File: src/design/bsti_pkg.sv
// Shared types, codes and sizes for the array-backed search tree engine.
`timescale 1ns / 1ps

package bsti_pkg;

    // Default node store size
    localparam int CAPACITY_DEF = 32;

    // Field widths
    localparam int VALUE_W = 32;
    localparam int OP_W    = 2;
    localparam int KIND_W  = 2;

    // Operation codes
    localparam logic [OP_W-1:0] OP_INSERT = 2'd0;
    localparam logic [OP_W-1:0] OP_IN     = 2'd1;
    localparam logic [OP_W-1:0] OP_PRE    = 2'd2;
    localparam logic [OP_W-1:0] OP_POST   = 2'd3;

    // Result kinds
    localparam logic [KIND_W-1:0] KIND_INSERTED = 2'd0;
    localparam logic [KIND_W-1:0] KIND_FULL     = 2'd1;
    localparam logic [KIND_W-1:0] KIND_ELEMENT  = 2'd2;
    localparam logic [KIND_W-1:0] KIND_EMPTY    = 2'd3;

    // One result transaction
    typedef struct packed {
        logic               last;
        logic [VALUE_W-1:0] value;
        logic [KIND_W-1:0]  kind;
    } result_t;

endpackage

File: src/design/bst_insert_traverse_engine_core.sv
// Top level of the array-backed binary search tree insert and walk engine.
`timescale 1ns / 1ps

// Keeps up to CAPACITY signed 32-bit keys as a binary search tree in a node
// memory of {key, left link, right link} entries, one transaction at a time.
// An insert (tuser 0) descends from the root one level per clock, reading one
// node a cycle from the node memory, with keys equal to a node going left, and
// answers "inserted" once the new node is written; on a full tree it answers
// "full" without any node access. A walk (tuser 1 in-order, 2 pre-order,
// 3 post-order) emits every key with tlast on the final one, or one "empty"
// result on an empty tree. Walks keep their pending nodes on a stack memory,
// and their pace is set by the registered reads of the node and stack
// memories and by the single stack write port. Results leave through an
// output register, so a stalled m_tready only pauses the engine when a second
// result is ready. No clearing pass follows reset: link words are written
// together with each new node.
module bst_insert_traverse_engine_core #(
    parameter int CAPACITY = bsti_pkg::CAPACITY_DEF
) (
    input  logic        aclk,
    input  logic        aresetn,
    // Request channel
    input  logic        s_tvalid,
    output logic        s_tready,
    input  logic [31:0] s_tdata,   // [31:0] value
    input  logic [1:0]  s_tuser,   // [1:0] operation
    // Result channel
    output logic        m_tvalid,
    input  logic        m_tready,
    output logic [31:0] m_tdata,   // [31:0] value_res
    output logic [1:0]  m_tuser,   // [1:0] result_kind
    output logic        m_tlast
);

    localparam int IDX_W  = $clog2(CAPACITY);
    localparam int NODE_W = bsti_pkg::VALUE_W + 2 * IDX_W;
    localparam int ENT_W  = IDX_W + 1;

    logic              node_we;
    logic [IDX_W-1:0]  node_waddr;
    logic [NODE_W-1:0] node_wdata;
    logic [IDX_W-1:0]  node_raddr;
    logic [NODE_W-1:0] node_rdata;
    logic              stk_we;
    logic [IDX_W-1:0]  stk_waddr;
    logic [ENT_W-1:0]  stk_wdata;
    logic [IDX_W-1:0]  stk_raddr;
    logic [ENT_W-1:0]  stk_rdata;

    logic              res_valid;
    logic              res_ready;
    bsti_pkg::result_t res;
    bsti_pkg::result_t m_res;

    // Node store
    bsti_ram #(
        .WIDTH (NODE_W),
        .DEPTH (CAPACITY)
    ) u_node_ram (
        .aclk  (aclk),
        .we    (node_we),
        .waddr (node_waddr),
        .wdata (node_wdata),
        .raddr (node_raddr),
        .rdata (node_rdata)
    );

    // Walk stack
    bsti_ram #(
        .WIDTH (ENT_W),
        .DEPTH (CAPACITY)
    ) u_stack_ram (
        .aclk  (aclk),
        .we    (stk_we),
        .waddr (stk_waddr),
        .wdata (stk_wdata),
        .raddr (stk_raddr),
        .rdata (stk_rdata)
    );

    // Sequencer
    bsti_ctrl #(
        .CAPACITY (CAPACITY)
    ) u_ctrl (
        .aclk       (aclk),
        .aresetn    (aresetn),
        .in_valid   (s_tvalid),
        .in_ready   (s_tready),
        .in_op      (s_tuser),
        .in_value   (s_tdata),
        .res_valid  (res_valid),
        .res_ready  (res_ready),
        .res        (res),
        .node_we    (node_we),
        .node_waddr (node_waddr),
        .node_wdata (node_wdata),
        .node_raddr (node_raddr),
        .node_rdata (node_rdata),
        .stk_we     (stk_we),
        .stk_waddr  (stk_waddr),
        .stk_wdata  (stk_wdata),
        .stk_raddr  (stk_raddr),
        .stk_rdata  (stk_rdata)
    );

    // Result register
    bsti_out_stage u_out (
        .aclk      (aclk),
        .aresetn   (aresetn),
        .res_valid (res_valid),
        .res_ready (res_ready),
        .res       (res),
        .m_valid   (m_tvalid),
        .m_ready   (m_tready),
        .m_res     (m_res)
    );

    assign m_tdata = m_res.value;
    assign m_tuser = m_res.kind;
    assign m_tlast = m_res.last;

endmodule

File: src/design/bsti_ram.sv
// Generic simple dual-port RAM with registered read data.
`timescale 1ns / 1ps

module bsti_ram #(
    parameter int WIDTH = 8,
    parameter int DEPTH = 32
) (
    input  logic                     aclk,
    input  logic                     we,
    input  logic [$clog2(DEPTH)-1:0] waddr,
    input  logic [WIDTH-1:0]         wdata,
    input  logic [$clog2(DEPTH)-1:0] raddr,
    output logic [WIDTH-1:0]         rdata
);

    logic [WIDTH-1:0] mem_reg [DEPTH];
    logic [WIDTH-1:0] rdata_reg;

    // Write one entry, read one entry a cycle
    always_ff @(posedge aclk) begin
        if (we) begin
            mem_reg[waddr] <= wdata;
        end
        rdata_reg <= mem_reg[raddr];
    end

    assign rdata = rdata_reg;

endmodule

File: src/design/bsti_out_stage.sv
// Output register stage that holds one result transaction for the master side.
`timescale 1ns / 1ps

module bsti_out_stage (
    input  logic              aclk,
    input  logic              aresetn,
    input  logic              res_valid,
    output logic              res_ready,
    input  bsti_pkg::result_t res,
    output logic              m_valid,
    input  logic              m_ready,
    output bsti_pkg::result_t m_res
);

    logic              valid_reg;
    logic              valid_next;
    bsti_pkg::result_t data_reg;

    // Take a new result whenever the slot is empty or drains this cycle
    assign res_ready  = !valid_reg || m_ready;
    assign valid_next = (res_valid && res_ready) ? 1'b1 :
                        (m_ready ? 1'b0 : valid_reg);

    always_ff @(posedge aclk) begin
        if (!aresetn) begin
            valid_reg <= 1'b0;
        end else begin
            valid_reg <= valid_next;
        end
        if (res_valid && res_ready) begin
            data_reg <= res;
        end
    end

    assign m_valid = valid_reg;
    assign m_res   = data_reg;

endmodule

File: src/design/bsti_ctrl.sv
// Sequencer for tree inserts and stack-driven walks over the node and stack memories.
`timescale 1ns / 1ps

module bsti_ctrl #(
    parameter int CAPACITY = bsti_pkg::CAPACITY_DEF
) (
    input  logic                               aclk,
    input  logic                               aresetn,
    // Request side
    input  logic                               in_valid,
    output logic                               in_ready,
    input  logic [bsti_pkg::OP_W-1:0]          in_op,
    input  logic [bsti_pkg::VALUE_W-1:0]       in_value,
    // Result side
    output logic                               res_valid,
    input  logic                               res_ready,
    output bsti_pkg::result_t                  res,
    // Node memory: {value, left, right}
    output logic                               node_we,
    output logic [$clog2(CAPACITY)-1:0]        node_waddr,
    output logic [bsti_pkg::VALUE_W+2*$clog2(CAPACITY)-1:0] node_wdata,
    output logic [$clog2(CAPACITY)-1:0]        node_raddr,
    input  logic [bsti_pkg::VALUE_W+2*$clog2(CAPACITY)-1:0] node_rdata,
    // Walk stack memory: {emit flag, node index}
    output logic                               stk_we,
    output logic [$clog2(CAPACITY)-1:0]        stk_waddr,
    output logic [$clog2(CAPACITY):0]          stk_wdata,
    output logic [$clog2(CAPACITY)-1:0]        stk_raddr,
    input  logic [$clog2(CAPACITY):0]          stk_rdata
);

    localparam int IDX_W  = $clog2(CAPACITY);
    localparam int CNT_W  = $clog2(CAPACITY + 1);
    localparam int VAL_W  = bsti_pkg::VALUE_W;
    localparam int NODE_W = VAL_W + 2 * IDX_W;
    localparam int ENT_W  = IDX_W + 1;
    localparam logic [CNT_W-1:0] CAP_CNT = CNT_W'(CAPACITY);
    localparam logic [IDX_W-1:0] LINK_NONE = '0;

    typedef enum logic [3:0] {
        S_IDLE,
        S_ICMP,
        S_WNEW,
        S_WND,
        S_PUSH,
        S_EMIT,
        S_POP,
        S_PWT
    } state_t;

    state_t                     state_reg, state_next;
    logic [bsti_pkg::OP_W-1:0]  op_reg, op_next;
    logic [VAL_W-1:0]           key_reg, key_next;
    logic [CNT_W-1:0]           count_reg, count_next;
    logic [IDX_W-1:0]           cur_idx_reg, cur_idx_next;
    logic                       cur_flag_reg, cur_flag_next;
    logic [CNT_W-1:0]           sp_reg, sp_next;
    logic [CNT_W-1:0]           emit_cnt_reg, emit_cnt_next;
    logic [ENT_W-1:0]           push0_reg, push0_next;
    logic [ENT_W-1:0]           push1_reg, push1_next;
    logic                       push0_vld_reg, push0_vld_next;
    logic                       push1_vld_reg, push1_vld_next;
    logic                       walk_reg, walk_next;
    logic [bsti_pkg::KIND_W-1:0] pend_kind_reg, pend_kind_next;
    logic [VAL_W-1:0]           pend_val_reg, pend_val_next;
    logic                       pend_last_reg, pend_last_next;

    // Fields of the node just read
    logic [VAL_W-1:0] rd_val;
    logic [IDX_W-1:0] rd_left;
    logic [IDX_W-1:0] rd_right;
    logic             go_left;
    logic [IDX_W-1:0] link;
    logic [IDX_W-1:0] new_idx;
    logic             last_elem;

    // Expansion of one node into ordered stack entries
    logic [ENT_W-1:0] ent0, ent1, ent2;
    logic             pres0, pres1, pres2;
    logic [ENT_W-1:0] carry_ent;
    logic [ENT_W-1:0] exp_push0, exp_push1;
    logic             exp_vld0, exp_vld1;

    assign rd_val    = node_rdata[NODE_W-1 -: VAL_W];
    assign rd_left   = node_rdata[2*IDX_W-1 -: IDX_W];
    assign rd_right  = node_rdata[IDX_W-1:0];
    assign go_left   = $signed(key_reg) <= $signed(rd_val);
    assign link      = go_left ? rd_left : rd_right;
    assign new_idx   = count_reg[IDX_W-1:0];
    assign last_elem = (emit_cnt_reg == CNT_W'(count_reg - 1'b1));

    // Order the children and the deferred emit of this node by walk kind
    always_comb begin
        case (op_reg)
            bsti_pkg::OP_PRE: begin
                ent0 = {1'b0, rd_right};         pres0 = (rd_right != LINK_NONE);
                ent1 = {1'b0, rd_left};          pres1 = (rd_left != LINK_NONE);
                ent2 = {1'b1, cur_idx_reg};      pres2 = 1'b1;
            end
            bsti_pkg::OP_IN: begin
                ent0 = {1'b0, rd_right};         pres0 = (rd_right != LINK_NONE);
                ent1 = {1'b1, cur_idx_reg};      pres1 = 1'b1;
                ent2 = {1'b0, rd_left};          pres2 = (rd_left != LINK_NONE);
            end
            default: begin
                ent0 = {1'b1, cur_idx_reg};      pres0 = 1'b1;
                ent1 = {1'b0, rd_right};         pres1 = (rd_right != LINK_NONE);
                ent2 = {1'b0, rd_left};          pres2 = (rd_left != LINK_NONE);
            end
        endcase
    end

    // Keep the last present entry as the next one to process, push the rest
    always_comb begin
        carry_ent = ent0;
        exp_push0 = ent0;
        exp_push1 = ent1;
        exp_vld0  = 1'b0;
        exp_vld1  = 1'b0;
        if (pres2) begin
            carry_ent = ent2;
            if (pres0) begin
                exp_push0 = ent0;
                exp_vld0  = 1'b1;
                exp_push1 = ent1;
                exp_vld1  = pres1;
            end else begin
                exp_push0 = ent1;
                exp_vld0  = pres1;
            end
        end else if (pres1) begin
            carry_ent = ent1;
            exp_push0 = ent0;
            exp_vld0  = pres0;
        end
    end

    // Next-state and memory access logic
    always_comb begin
        state_next     = state_reg;
        op_next        = op_reg;
        key_next       = key_reg;
        count_next     = count_reg;
        cur_idx_next   = cur_idx_reg;
        cur_flag_next  = cur_flag_reg;
        sp_next        = sp_reg;
        emit_cnt_next  = emit_cnt_reg;
        push0_next     = push0_reg;
        push1_next     = push1_reg;
        push0_vld_next = push0_vld_reg;
        push1_vld_next = push1_vld_reg;
        walk_next      = walk_reg;
        pend_kind_next = pend_kind_reg;
        pend_val_next  = pend_val_reg;
        pend_last_next = pend_last_reg;

        in_ready   = 1'b0;
        res_valid  = 1'b0;
        node_we    = 1'b0;
        node_waddr = cur_idx_reg;
        node_wdata = {key_reg, LINK_NONE, LINK_NONE};
        node_raddr = cur_idx_reg;
        stk_we     = 1'b0;
        stk_waddr  = sp_reg[IDX_W-1:0];
        stk_wdata  = push0_reg;
        stk_raddr  = IDX_W'(sp_reg - 1'b1);

        case (state_reg)
            S_IDLE: begin
                in_ready = 1'b1;
                if (in_valid) begin
                    op_next  = in_op;
                    key_next = in_value;
                    case (in_op)
                        bsti_pkg::OP_INSERT: begin
                            walk_next = 1'b0;
                            if (count_reg == CAP_CNT) begin
                                pend_kind_next = bsti_pkg::KIND_FULL;
                                pend_val_next  = in_value;
                                pend_last_next = 1'b1;
                                state_next     = S_EMIT;
                            end else if (count_reg == '0) begin
                                state_next = S_WNEW;
                            end else begin
                                node_raddr   = LINK_NONE;
                                cur_idx_next = LINK_NONE;
                                state_next   = S_ICMP;
                            end
                        end
                        default: begin
                            if (count_reg == '0) begin
                                walk_next      = 1'b0;
                                pend_kind_next = bsti_pkg::KIND_EMPTY;
                                pend_val_next  = '0;
                                pend_last_next = 1'b1;
                                state_next     = S_EMIT;
                            end else begin
                                walk_next      = 1'b1;
                                node_raddr     = LINK_NONE;
                                cur_idx_next   = LINK_NONE;
                                cur_flag_next  = 1'b0;
                                sp_next        = '0;
                                emit_cnt_next  = '0;
                                push0_vld_next = 1'b0;
                                push1_vld_next = 1'b0;
                                state_next     = S_WND;
                            end
                        end
                    endcase
                end
            end

            // Descend one level per cycle; attach at the first empty link
            S_ICMP: begin
                if (link != LINK_NONE) begin
                    node_raddr   = link;
                    cur_idx_next = link;
                end else begin
                    node_we    = 1'b1;
                    node_waddr = cur_idx_reg;
                    node_wdata = {rd_val,
                                  go_left ? new_idx : rd_left,
                                  go_left ? rd_right : new_idx};
                    state_next = S_WNEW;
                end
            end

            // Write the new node with empty links
            S_WNEW: begin
                node_we        = 1'b1;
                node_waddr     = new_idx;
                node_wdata     = {key_reg, LINK_NONE, LINK_NONE};
                count_next     = CNT_W'(count_reg + 1'b1);
                pend_kind_next = bsti_pkg::KIND_INSERTED;
                pend_val_next  = key_reg;
                pend_last_next = 1'b1;
                state_next     = S_EMIT;
            end

            // Node data is back: emit it or expand it
            S_WND: begin
                if (cur_flag_reg) begin
                    pend_kind_next = bsti_pkg::KIND_ELEMENT;
                    pend_val_next  = rd_val;
                    pend_last_next = last_elem;
                    state_next     = S_EMIT;
                end else begin
                    cur_idx_next   = carry_ent[IDX_W-1:0];
                    cur_flag_next  = carry_ent[IDX_W];
                    push0_next     = exp_push0;
                    push1_next     = exp_push1;
                    push0_vld_next = exp_vld0;
                    push1_vld_next = exp_vld1;
                    pend_val_next  = rd_val;
                    state_next     = S_PUSH;
                end
            end

            // Push pending entries, then go on with the carried entry
            S_PUSH: begin
                if (push0_vld_reg) begin
                    stk_we         = 1'b1;
                    stk_waddr      = sp_reg[IDX_W-1:0];
                    stk_wdata      = push0_reg;
                    sp_next        = CNT_W'(sp_reg + 1'b1);
                    push0_next     = push1_reg;
                    push0_vld_next = push1_vld_reg;
                    push1_vld_next = 1'b0;
                end else if (cur_flag_reg) begin
                    pend_kind_next = bsti_pkg::KIND_ELEMENT;
                    pend_last_next = last_elem;
                    state_next     = S_EMIT;
                end else begin
                    node_raddr = cur_idx_reg;
                    state_next = S_WND;
                end
            end

            // Hand the result to the output stage
            S_EMIT: begin
                res_valid = 1'b1;
                if (res_ready) begin
                    if (walk_reg) begin
                        emit_cnt_next = CNT_W'(emit_cnt_reg + 1'b1);
                        state_next    = pend_last_reg ? S_IDLE : S_POP;
                    end else begin
                        state_next = S_IDLE;
                    end
                end
            end

            // Pop the top of the stack
            S_POP: begin
                stk_raddr  = IDX_W'(sp_reg - 1'b1);
                sp_next    = CNT_W'(sp_reg - 1'b1);
                state_next = S_PWT;
            end

            // Popped entry is back: fetch its node
            S_PWT: begin
                cur_idx_next  = stk_rdata[IDX_W-1:0];
                cur_flag_next = stk_rdata[IDX_W];
                node_raddr    = stk_rdata[IDX_W-1:0];
                state_next    = S_WND;
            end

            default: begin
                state_next = S_IDLE;
            end
        endcase
    end

    assign res.kind  = pend_kind_reg;
    assign res.value = pend_val_reg;
    assign res.last  = pend_last_reg;

    // Hold state and registered values
    always_ff @(posedge aclk) begin
        if (!aresetn) begin
            state_reg     <= S_IDLE;
            count_reg     <= '0;
            sp_reg        <= '0;
            emit_cnt_reg  <= '0;
            push0_vld_reg <= 1'b0;
            push1_vld_reg <= 1'b0;
            walk_reg      <= 1'b0;
            cur_flag_reg  <= 1'b0;
        end else begin
            state_reg     <= state_next;
            count_reg     <= count_next;
            sp_reg        <= sp_next;
            emit_cnt_reg  <= emit_cnt_next;
            push0_vld_reg <= push0_vld_next;
            push1_vld_reg <= push1_vld_next;
            walk_reg      <= walk_next;
            cur_flag_reg  <= cur_flag_next;
        end
        op_reg        <= op_next;
        key_reg       <= key_next;
        cur_idx_reg   <= cur_idx_next;
        push0_reg     <= push0_next;
        push1_reg     <= push1_next;
        pend_kind_reg <= pend_kind_next;
        pend_val_reg  <= pend_val_next;
        pend_last_reg <= pend_last_next;
    end

    // The node count never passes the store size
    a_count_bound: assert property (@(posedge aclk) disable iff (!aresetn)
        count_reg <= CAP_CNT)
        else $error("node count beyond capacity");

    // A push always finds room on the stack
    a_push_room: assert property (@(posedge aclk) disable iff (!aresetn)
        (state_reg == S_PUSH && push0_vld_reg) |-> sp_reg < CAP_CNT)
        else $error("stack overflow");

    // A pop always finds an entry
    a_pop_nonempty: assert property (@(posedge aclk) disable iff (!aresetn)
        (state_reg == S_POP) |-> sp_reg != '0)
        else $error("stack underflow");

    // A walk never emits more elements than stored keys
    a_emit_bound: assert property (@(posedge aclk) disable iff (!aresetn)
        (state_reg == S_EMIT && walk_reg) |-> emit_cnt_reg < count_reg)
        else $error("walk emitted too many elements");

    // The count only grows by one, and only after a new node write
    a_count_step: assert property (@(posedge aclk) disable iff (!aresetn)
        ($past(aresetn) && count_reg != $past(count_reg)) |->
            ($past(state_reg) == S_WNEW && count_reg == CNT_W'($past(count_reg) + 1'b1)))
        else $error("unexpected node count change");

endmodule
File: config.mk
export PLATFORM = sky130hd
export DESIGN_NAME = bst_insert_traverse_engine_core
export DESIGN_NICKNAME = d
export VERILOG_FILES = /design/src/design/bsti_pkg.sv /design/src/design/bst_insert_traverse_engine_core.sv /design/src/design/bsti_ram.sv /design/src/design/bsti_out_stage.sv /design/src/design/bsti_ctrl.sv
export SDC_FILE = /design/constraint.sdc
export NUM_CORES = 2
export LEC_CHECK = 0
export BUFFER_PORTS_ARGS = -buffer_cell sky130_fd_sc_hd__buf_4
export CORE_MARGIN = 4
export CORE_UTILIZATION = 45
export DETAILED_ROUTE_END_ITERATION = 8
export GPL_TIMING_DRIVEN = 0
export PLACE_DENSITY_LB_ADDON = 0.05
export SETUP_SLACK_MARGIN = 0.15
export SLEW_MARGIN = 20
export SYNTH_ARGS = -nofsm -noshare
export SYNTH_HDL_FRONTEND = slang
export SYNTH_SLANG_ARGS = --single-unit
File: constraint.sdc
create_clock -name aclk -period 5.29 [get_ports aclk]
set_input_delay 0.529 -clock aclk [delete_from_list [all_inputs] [get_ports aclk]]
set_output_delay 0.529 -clock aclk [all_outputs]
set_load 0.01 [all_outputs]
==> flow_summary.ini <==
[worst_setup_path]
critPathArrivalTime_ns = 5.76
cp_slowest_stage_delay_ns = 0.73
cp.required_ns = 5.89
critPathKind = register to register
cp-end-kind = register
crit_chain = ha_2 > nand4_2 > nor4_4 > buf_12 > nand4_1 > buf_4 > and2_1 > o211ai_2 > o21ai_2 > a21o_1 > a221o_1 > clkbuf_2 > clkbuf_2 > nor4_1 > a22oi_1
cp-start-kind = register
crit_top_cell = clkbuf_2
critPathSlowestCell = nor4_1
crit_fanout = 10

[timing]
min_period_ns = 5.16
fmax_mhz = 194
fin_crit_sh_pct = 97.5
finalSetupViolCount = 0
worst_pin_slew_ns = 1.11
max_slew_margin_pct = 25.7
setup_slack_ns = 0.132
finalMaxSlewViolations = 0
setup_tns_ns = 0
timing.hold.ws_ns = 0.226
hold_viol_final = 0
fin_skew_ns = 0.0259
rsz0062_at_grt = true

[run_status]
status = finished clean

[synthesis]
syn_avg_cell_area_um2 = 15.3
yosysWarningCount = 0
synth_cells = 4499
synth-seq-cells = 1730
ys_async_sr_fraction_pct = 0
synth_nets = 4579
synth_edf_count = 1657
yosysSeqAreaShare_pct = 74.4
yosysUniqueCellTypes = 72
ys.flop_type = edfxtp_1
synth_area_um2 = 68800

[finish]
post-route-util_pct = 53.8
seq_area_um2 = 51200
fillers = 12322
area_growth_pct = 18.7
layout.nets = 5008
multiInputGateArea_um2 = 17200
finalNonFillerCells = 7110
largest_register_ffs = 1344
drive_gt1_share_pct = 16.4

[die]
core_um2 = 152000
dieHeight_um = 399
dieArea_um2 = 159000
pin_count = 75
die_x_um = 399
start_util_pct = 45.3
rows = 143

[grt]
grt_pass1_vias = 39500
grt_usage_pct = 26.3
grt_overflow = 0
grt_max_degree = 33
grt_pass1_wl_mm = 297
antenna_found_initial = 8

[route]
first_pass_iters = 7
drc = 0
drtIter0Drc = 4471
num_vias = 41178
viasPerCell = 5.79
wl_per_cell_um = 29.6
drt-total-wl_mm = 210
ant_nets = 0

[run]
maxCapViolations = 0

[clocking]
cts_tree = built
worstSkewPairLatency_ns = 0.78
h-tree-depth = 4
clk_pin_slew_ns = 0.06
cts.path.max_buffers = 3
root_buffer = clkbuf_16
cts_made_buffers = 183
cts.sinks = 1730

[pwr]
ir_worst_vdd_mv = 0.425
powerDensity_nw_per_um2 = 642
swShare_pct = 40.9
intPower_w = 0.0310
switching_power_w = 0.0215
combPwrFrac_pct = 43.6
pwr-share-clk_pct = 23.6
seqPwrFrac_pct = 32.8
p_leak_nw = 27.9

[placed_design]
placedCellCount = 6720
io_buffers = 73
hpwl_mm = 144
dp_slack_ns = -1.72
place.gp.congestion = 0.879

[hold_path]
hold_path_class = input port to register
-- metrics by stage --
stage / area [um2] / power (W)
5_1_grt: 81700 / 0.0546
3_5_place_dp: 75000 / 0.0397
2_1_floorplan: 68800 / 0.0298
4_1_cts: 81500 / 0.0525
3_3_place_gp: 71900 / 0.0389
6_report: 81700 / 0.0525
-- final timing paths --
path | to | cells after the start | start | slack [ns]
worst max-delay path | u_node_ram.rdata[4] | 15 | u_ctrl.key_reg[31] | 0.13
worst min-delay path | u_ctrl.walk_reg | 2 | aresetn | 0.23
worst max register to register | u_node_ram.rdata[4] | 15 | u_ctrl.key_reg[31] | 0.13
worst min register to register | u_out.m_res[8] | 0 | u_ctrl.pend_val_reg[6] | 0.42
-- power by group through the flow --
stage / sequential [W] / clock (W) / combinational (W)
finish: 0.0172 / 0.0124 / 0.0229
CTS: 0.0172 / 0.0126 / 0.0227
floorplan: 0.0174 / 0 / 0.0124
detailed placement: 0.0175 / 0 / 0.0222
global route: 0.0173 / 0.0132 / 0.0242
global placement: 0.0177 / 0 / 0.0212
-- what timing repair did --
action                      CTS  global route
pin swaps                     6             4
hold buffers                 34             0
resized for setup            89            27
hold endpoints to repair     44             0
gates cloned                  0             1
setup buffers                 8             4
setup endpoints to repair  2730           457
-- cell families after synthesis --
| group | share of synthesized area [%] |
|---|---|
| flip-flops | 74.4 |
| AND/OR/NAND/NOR | 7.65 |
| AO/OA/AOI/OAI | 6.09 |
| multiplexers | 8.78 |
| buffers and inverters | 2.01 |
| adder cells (fa/ha/maj) | 0.764 |
| XOR/XNOR | 0.280 |
-- critical path: cells and delay by family (launching register included) --
kind	cells	cell delay, ns
and+or+nand+nor	5	1.68
AOI/OAI and AO/OA	5	1.13
buffers and inverters	4	1.24
adders and majority gates	1	0.48
DFF	1	0.41
-- layer usage --
| metal | GRT usage [%] | vias up | wire length, um |
|---|---|---|---|
| met1 | 38.2 | 21116 | 92200 |
| met5 | 0 | - | 27 |
| met3 | 4.80 | 271 | 15900 |
| met2 | 41.5 | 1666 | 97500 |
| li1 | - | 18121 | - |
| met4 | 5.95 | 4 | 4580 |
-- cell type report --
type | count | area share (%)
clock inverters | 79 | 0.791
inverters | 42 | 0.193
multi-input cells | 2469 | 21.1
clock buffers | 257 | 6.21
flip-flops and latches | 1730 | 62.7
diodes | 1 | 0.00306
plain buffers | 259 | 1.62
repair buffers | 243 | 4.27
well taps | 2030 | 3.11
-- cell usage in the layout, fill, tap and decap left out, drive strengths merged, types with 12 or more instances in the layout --
cell type       n
edfxtp       1657
nand2         904
mux2i         461
clkbuf        392
buf           332
o22ai         129
nor2          124
o21ai         103
nand3         100
a21oi          88
dfxtp          73
clkinv         64
mux4           60
a22oi          49
a211oi         46
nor4           45
inv            44
a32oi          44
o31ai          43
a222oi         42
ha             42
dlygate4sd3    34
nand4          13
and2           13
xnor2          12
a31oi          12
-- cell usage after synthesis (9+ instances only) --
cell	instances	area [um2]
a31oi_1	12	75.1
clkbuf_1	133	499
nor4_1	44	275
a21oi_1	86	430
and3_1	9	56.3
dfxtp_1	73	1460
mux4_2	60	1350
nor3_1	10	50.1
o22ai_1	129	807
buf_1	14	52.6
o31ai_1	43	323
buf_2	69	345
xor2_1	10	87.6
mux2i_1	461	4610
and2_1	12	75.1
nand3_1	99	495
nand4_1	11	68.8
nand2_1	904	3390
edfxtp_1	1657	49800
a22oi_1	49	368
ha_1	42	526
a21boi_0	10	75.1
xnor2_1	12	105
a222oi_1	42	420
o21ai_0	95	475
a32oi_1	44	385
a211oi_1	46	345
nor2b_1	10	62.6
buf_4	42	315
inv_1	42	158
nor2_1	124	465
(Power assumes the default switching activity.)
